File: src/rtl/core/rsnh_pkg.sv
// ----------------------------------------------------------------------------
// rsnh_pkg
// shared types, command codes and helpers of the ray-sphere nearest-hit block
// ----------------------------------------------------------------------------
`default_nettype none

package rsnh_pkg;

    localparam int SPHERE_W = 159;
    localparam logic signed [31:0] Q_MAX = 32'sh7FFF_FFFF;

    typedef enum logic [3:0] {
        OP_NONE,
        OP_LOAD,
        OP_START,
        OP_DIFF,
        OP_ACC,
        OP_TC,
        OP_DIST,
        OP_SQRT_INIT,
        OP_SQRT,
        OP_UPDATE,
        OP_POINT
    } dp_op_t;

    typedef struct packed {
        dp_op_t     op;
        logic [4:0] step;
    } dp_cmd_t;

    typedef struct packed {
        logic early_skip;
        logic late_skip;
    } dp_stat_t;

    typedef enum logic [3:0] {
        ST_IDLE,
        ST_FETCH,
        ST_DIFF,
        ST_ACC,
        ST_TC,
        ST_DIST,
        ST_SQRT_INIT,
        ST_SQRT,
        ST_UPDATE,
        ST_POINT,
        ST_OUT
    } ctrl_state_t;

    function automatic logic signed [31:0] sat32(input logic signed [63:0] v);
        logic signed [31:0] r;
        if (v > 64'sh0000_0000_7FFF_FFFF)
            r = 32'sh7FFF_FFFF;
        else if (v < -64'sh0000_0000_8000_0000)
            r = -32'sh8000_0000;
        else
            r = v[31:0];
        return r;
    endfunction

endpackage

`default_nettype wire

File: src/rtl/core/rsnh_ctrl.sv
// ----------------------------------------------------------------------------
// rsnh_ctrl
// sequencer: walks the spheres and steps the datapath through each test
// ----------------------------------------------------------------------------
`default_nettype none

module rsnh_ctrl #(
    parameter int MAX_SPHERES = 64
) (
    input  wire logic                 clk,
    input  wire logic                 rst_n,
    input  wire logic                 cfg_wr_en,
    input  wire logic [6:0]           cfg_wr_data,
    input  wire logic                 in_valid,
    output logic                      in_stall,
    input  wire logic                 req_type,
    output logic                      out_valid,
    input  wire logic                 out_stall,
    output rsnh_pkg::dp_cmd_t         cmd,
    output logic [(MAX_SPHERES > 1 ? $clog2(MAX_SPHERES) : 1)-1:0] raddr,
    input  wire rsnh_pkg::dp_stat_t   stat
);
    import rsnh_pkg::*;

    localparam int AW = MAX_SPHERES > 1 ? $clog2(MAX_SPHERES) : 1;
    localparam int CW = $clog2(MAX_SPHERES + 1);

    ctrl_state_t state_reg, state_next;
    logic [6:0]    count_reg;
    logic [CW-1:0] n_reg, n_next, n_cur;
    logic [CW-1:0] idx_reg, idx_next, idx_inc;
    logic [4:0]    step_reg, step_next;

    assign n_cur   = (32'(count_reg) > MAX_SPHERES) ? CW'(MAX_SPHERES) : CW'(count_reg);
    assign idx_inc = idx_reg + 1'b1;
    assign raddr   = AW'(idx_reg);

    always_ff @(posedge clk or negedge rst_n)
    begin
        if (!rst_n)
        begin
            state_reg <= ST_IDLE;
            count_reg <= '0;
            n_reg     <= '0;
            idx_reg   <= '0;
            step_reg  <= '0;
        end
        else
        begin
            state_reg <= state_next;
            n_reg     <= n_next;
            idx_reg   <= idx_next;
            step_reg  <= step_next;
            if (cfg_wr_en)
                count_reg <= cfg_wr_data;
        end
    end

    always_comb
    begin
        state_next = state_reg;
        n_next     = n_reg;
        idx_next   = idx_reg;
        step_next  = step_reg;
        cmd.op     = OP_NONE;
        cmd.step   = step_reg;
        in_stall   = 1'b1;
        out_valid  = 1'b0;
        case (state_reg)
            ST_IDLE:
            begin
                in_stall = 1'b0;
                if (in_valid && !req_type)
                    cmd.op = OP_LOAD;
                else if (in_valid)
                begin
                    cmd.op   = OP_START;
                    n_next   = n_cur;
                    idx_next = '0;
                    step_next = '0;
                    state_next = (n_cur == '0) ? ST_POINT : ST_FETCH;
                end
            end
            ST_FETCH:
                state_next = ST_DIFF;
            ST_DIFF:
            begin
                cmd.op     = OP_DIFF;
                step_next  = '0;
                state_next = ST_ACC;
            end
            ST_ACC:
            begin
                cmd.op    = OP_ACC;
                step_next = step_reg + 1'b1;
                if (step_reg == 5'd6)
                    state_next = ST_TC;
            end
            ST_TC:
            begin
                cmd.op    = OP_TC;
                step_next = '0;
                if (stat.early_skip)
                begin
                    idx_next   = idx_inc;
                    state_next = (idx_inc == n_reg) ? ST_POINT : ST_FETCH;
                end
                else
                    state_next = ST_DIST;
            end
            ST_DIST:
            begin
                cmd.op    = OP_DIST;
                step_next = step_reg + 1'b1;
                if (step_reg == 5'd5)
                    state_next = ST_SQRT_INIT;
            end
            ST_SQRT_INIT:
            begin
                cmd.op    = OP_SQRT_INIT;
                step_next = '0;
                if (stat.late_skip)
                begin
                    idx_next   = idx_inc;
                    state_next = (idx_inc == n_reg) ? ST_POINT : ST_FETCH;
                end
                else
                    state_next = ST_SQRT;
            end
            ST_SQRT:
            begin
                cmd.op    = OP_SQRT;
                step_next = step_reg + 1'b1;
                if (step_reg == 5'd31)
                    state_next = ST_UPDATE;
            end
            ST_UPDATE:
            begin
                cmd.op     = OP_UPDATE;
                step_next  = '0;
                idx_next   = idx_inc;
                state_next = (idx_inc == n_reg) ? ST_POINT : ST_FETCH;
            end
            ST_POINT:
            begin
                cmd.op    = OP_POINT;
                step_next = step_reg + 1'b1;
                if (step_reg == 5'd2)
                    state_next = ST_OUT;
            end
            ST_OUT:
            begin
                out_valid = 1'b1;
                if (!out_stall)
                    state_next = ST_IDLE;
            end
            default:
                state_next = ST_IDLE;
        endcase
    end

    a_out_hold: assert property (@(posedge clk) disable iff (!rst_n)
        (state_reg == ST_OUT && out_stall) |=> (state_reg == ST_OUT))
        else $error("result dropped while stalled");

    a_idx_range: assert property (@(posedge clk) disable iff (!rst_n)
        (state_reg != ST_IDLE) |-> (idx_reg <= n_reg))
        else $error("sphere index past count");

    a_cast_busy: assert property (@(posedge clk) disable iff (!rst_n)
        (in_valid && !in_stall && req_type) |=> (state_reg != ST_IDLE))
        else $error("cast transfer not started");

    a_load_stays: assert property (@(posedge clk) disable iff (!rst_n)
        (in_valid && !in_stall && !req_type) |=> (state_reg == ST_IDLE))
        else $error("load transfer left idle");

endmodule

`default_nettype wire

File: config.mk
export PLATFORM = sky130hd
export DESIGN_NAME = rsnh_ctrl
export DESIGN_NICKNAME = d
export VERILOG_FILES = /design/src/rtl/core/rsnh_pkg.sv /design/src/rtl/core/rsnh_ctrl.sv
export SDC_FILE = /design/constraint.sdc
export NUM_CORES = 1
export LEC_CHECK = 0
export ABC_AREA = 1
export BUFFER_PORTS_ARGS = -buffer_cell sky130_fd_sc_hd__clkbuf_2
export CORE_MARGIN = 3
export CORE_UTILIZATION = 50
export CTS_BUF_LIST = sky130_fd_sc_hd__clkbuf_16
export CTS_CLUSTER_SIZE = 20
export DETAILED_ROUTE_END_ITERATION = 12
export PLACE_DENSITY = 0.84
export SETUP_SLACK_MARGIN = 0.02
export SYNTH_ARGS = -nofsm -noshare
export SYNTH_HDL_FRONTEND = slang
export SYNTH_SLANG_ARGS = --single-unit
File: constraint.sdc
create_clock -name clk -period 2.35 [get_ports clk]
set_input_delay 0.235 -clock clk [delete_from_list [all_inputs] [get_ports clk]]
set_output_delay 0.235 -clock clk [all_outputs]
set_load 0.02 [all_outputs]
After elaboration in Yosys (flattened, before gate mapping)

Cells that the tools add are included.

Add/subtract/negate cells: 2
$mul: 0
Div/mod/pow operators: 0
Magnitude comparators: 1
Equality and inequality tests: 24
Shift operators: 0
Multiplexer cells: 26
Bitwise gates (word level): 1
Reductions and logical operators: 12

Operators with widths:

| kind                                                  | number |
|---|---|
| 2-to-1 mux 4 bit                                      | 11 |
| one-hot mux 4 bit (11 select lines)                   | 1 |
| one-hot mux 4 bit (9 select lines)                    | 1 |
| 2-to-1 mux 7 bit                                      | 5 |
| one-hot mux 7 bit (4 select lines)                    | 1 |
| inequality test 2 bit (second input constant)         | 9 |
| equality test 4 x 3 -> 1 bit (second input constant)  | 4 |
| one-hot mux 5 bit (3 select lines)                    | 1 |
| equality test 4 bit (second input constant)           | 3 |
| equality test 5 x 3 -> 1 bit (second input constant)  | 2 |
| 2-to-1 mux 5 bit                                      | 2 |
| equality test 4 x 2 -> 1 bit (second input constant)  | 2 |
| OR reduction 4 bit                                    | 2 |
| adder 7 x 1 -> 7 bit (second input constant)          | 1 |
| equality test 7 bit                                   | 1 |
| greater-than comparator 7 bit (second input constant) | 1 |
| logical NOT 7 bit                                     | 1 |
| AND reduction 7 bit                                   | 1 |
| AND reduction 3 bit                                   | 2 |
| adder 5 x 1 -> 5 bit (second input constant)          | 1 |
| equality test 5 x 2 -> 1 bit (second input constant)  | 1 |
| equality test 5 bit (second input constant)           | 1 |
| AND reduction 5 bit                                   | 1 |
| equality test 4 x 1 -> 1 bit (second input constant)  | 1 |
| other kinds (8)                                       | 10 |

Register bits: 30
Latch bits: 0
Memory bits (writable): 0
Bits in read-only memories: 0
Bits of input ports: 15
Output and inout bits: 17
Logic and storage cells: 71
Memories: 0

Logic depth before layout (Yosys ltp)

Depth in word-level cells: 7
Gate-level depth with buffers: 13
Depth with buffers taken out: 13

Worst setup path before layout

OpenSTA, ideal clock, no wires.

Kind: reg-to-reg
Start: register state_reg[2]
End: register state_reg[3]
Library setup time: 0.116 ns
Data arrival time: 1.584 ns
Data required time: 2.234 ns
Path slack: 0.649 ns
Stages on the path, launching flop included: 11
Path buffers: 0
Period minus slack after synthesis: 1.701 ns
Cells stage by stage: dfrtp_1 inv_2 nand2_1 nor3_1 nand2_1 nand2_1 nor2_2 nand2_2 nor2_1 nand2_1 nand2_1

Word-level cells in the longest chain between the ends: 3

Ends and longest elaborated chain:

| what                                        | RTL line        | text |
|---|---|---|
| start, declared                             | rsnh_ctrl.sv:28 | `ctrl_state_t state_reg, state_next;` |
| start signal, assigned                      | rsnh_ctrl.sv:50 | `state_reg <= state_next;` |
| equality test 4 bit (tied with other cells) | rsnh_ctrl.sv:69 | `case (state_reg)` |
| inequality test 2 bit (no line)             | n/a             |  |
| AND reduction 7 bit (no line)               | n/a             |  |

Several ways; a longest one is shown, not always the timed one.
A chain may end at the register's enable or synchronous reset.

==> run summary <==
final global-route overflow total: 0
worst min-delay path class: input pin to async pin
CP max stage delay: 0.45 ns
Layout Area Growth over Synthesis: 16.4%
status: completed
crit end category: primary output
CTS max path bufs: 2
cell taking the most area after synthesis: dfrtp_1
final hold vios: 0
Net Sw Power: 1.17 mW
Setup Skew: 0.00464 ns
Setup CP Type: flip-flop to primary output
worst endpoint required time: 2.12 ns
post-CTS resize count: 0
Leak Pwr: 1.12 nW
# nets final: 310
Worst Setup SP: state_reg[0]$_DFFE_PN0P_
start of the worst register-to-register path: idx_reg[0]$_DFFE_PN0P_
CP cell instances: nor2_1 -> nand2_2 -> inv_2 -> nand3b_1 -> nand4_1 -> clkbuf_2
worst reg-to-reg setup slack: 0.64 ns
yosys warns: 0
WL per Instance: 12.7 µm
Worst VDD drop: 0.000777 V
Power Density: 1210 mW/mm²
Synth Instances: 259
hold buffer count at CTS: 0
post-route ant nets: 0
post-synth net total: 279
GRT Total Usage: 21.8%
DR pass1 iterations: 5
Clock Power Share: 23.1%
die area: 0.00449 mm²
Comb pwr share: 46.0%
Die Wd: 67.0 µm
CTS Sinks: 30
synth top area cells: dfrtp_1, nand2_1, nand3_1
switching share of power: 45.0%
Slew headroom: 51.1%
Critical Path AT: 1.71 ns
Int Power: 1.44 mW
Async S/R FF share, synth: 100%
initial drt markers: 137
Startpoint Class: flip-flop
post-layout util: 62.4%
initial antenna violation count: 0
area share of the largest cell type after synthesis: 40.4%
drt total wl: 4300 µm
Post-synth EDFFs: 0
Die Ht: 67.0 µm
CTS clk-pin slew, worst paths: 0.05 ns
FF+latch count, synth: 30
Setup Fix Bufs, Post-CTS: 0
Std-Cell Rows: 21
CTS tree: built
total power: 2.61 mW
Placer Congestion: 1.07
io pins: 32
vias in the first global route: 1610
Seq pwr share: 30.9%
Tightest Pin Transition: 0.734 ns
Root Buffer: clkbuf_16
final period utilization: 82.9%
sequential cell area fraction in the yosys report: 40.4%
total negative setup slack: 0 ns
slowest stage cell, crit path: dfrtp_1
post-DR vias/cell: 5.10
Starting Density: 53.6%
largest net degree at the start of global routing: 31
layout cells sized above 1: 19.6%
total of max-cap violations: 0
# port buffers: 31
Worst-Skew Late Latency: 0.27 ns
crit path max fanout: 7
post-synthesis instance area: 0.00186 mm²
final setup vio count: 0
fmax: 0.513 GHz
first-pass GRT wire length: 7250 µm
via count: 1719
post-DP HPWL: 3330 µm
syn avg cell area: 7.18 µm²
Netlist cell types: 25
drc violations: 0
RSZ-0062 raised after global routing: no
H-Tree Depth: 2
Max Slew Vio Count: 0
ANT cells: 0
post-layout min period: 1.95 ns
Synth Flop Type: dfrtp_1
CTS Buf Count: 5
Placeable Area: 0.00347 mm²
-- per-stage QoR --
step	instances	hold WS [ns]	instance area (µm²)	setup WS [ns]
6_report	337	0.0143	2160	0.401
5_1_grt	337	0.0630	2160	0.303
4_1_cts	337	0.0362	2160	0.442
3_5_place_dp	329	0.335	2020	0.681
3_3_place_gp	329	0.333	2020	0.772
2_1_floorplan	259	-0.0606	1860	0.649
-- layout make-up --
| class | instances | area, µm² |
|---|---|---|
| clock inverter | 3 | 16.3 |
| multi-input combinational | 183 | 913 |
| timing repair buffer | 31 | 155 |
| inverter | 39 | 146 |
| clock buffer | 5 | 125 |
| fill | 343 | 1300 |
| tap | 46 | 57.6 |
| sequential | 30 | 751 |
-- placed cells by master (no fill, tap or decap), drive strengths merged --
cell	n
nand4	4
inv	39
nor3	2
nand3b	1
o22ai	7
xnor2	2
or2	1
a21oi	3
ha	5
clkinv	2
clkinvlp	1
xor2	2
o21ai	28
nand3	26
clkbuf	36
nor2	27
nor3b	1
nand2	74
dfrtp	30
-- power by group through the flow --
stage          Combinational, mW  Sequential, mW  Clock (mW)
6_report                    1.20           0.808       0.603
5_1_grt                     1.35           0.832       0.647
4_1_cts                     1.20           0.805       0.618
3_5_place_dp                1.19           0.813           0
3_3_place_gp                1.17           0.800           0
2_1_floorplan              0.886           0.800           0
-- layer usage --
metal / track usage, % / wire, µm / vias to the layer above
li1: - / - / 886
met5: 0 / 0 / -
met4: 7.34 / 42 / 0
met3: 6.24 / 242 / 8
met2: 34.7 / 2030 / 65
met1: 28.1 / 1980 / 760
-- worst max-delay path, delay by kind of cell, from the launching register on --
family	cells	cell delay (ns)
DFF	1	0.45
and+or+nand+nor	4	0.69
buffers and inverters	2	0.31
-- cells in the mapped netlist (3+ instances only) --
library cell and n:
a21oi_1 3, buf_4 6, dfrtp_1 30, ha_1 5, inv_1 33, inv_2 6, nand2_1 69, nand2_2 5
nand3_1 25, nand4_1 4, nor2_1 21, nor2_2 3, nor2_4 3, o21ai_0 15, o21ai_1 12, o22ai_1 7
-- path summary, 6_finish.rpt --
| kind | to | depth (start not counted) |
|---|---|---|
| setup / recovery | cmd[5] | 6 |
| hold / removal | idx_reg[2]$_DFFE_PN0P_ | 1 |
| setup reg to reg | state_reg[3]$_DFFE_PN0P_ | 12 |
| hold reg to reg | n_reg[2]$_DFFE_PN0P_ | 2 |
| max in group asynchronous | count_reg[0]$_DFFE_PN0P_ | 1 |
| min in group clk | count_reg[1]$_DFFE_PN0P_ | 3 |
-- logic make-up after synthesis --
kind of cell / Yosys count / share of synthesized area, %
adder cells (fa/ha/maj): 5 / 3.36
AND/OR/NAND/NOR: 136 / 33.0
AO/OA/AOI/OAI: 38 / 10.9
flip-flops: 30 / 40.4
buffers and inverters: 46 / 10.5
XOR/XNOR: 4 / 1.88
No activity file was read; power rests on OpenSTA's default activity.
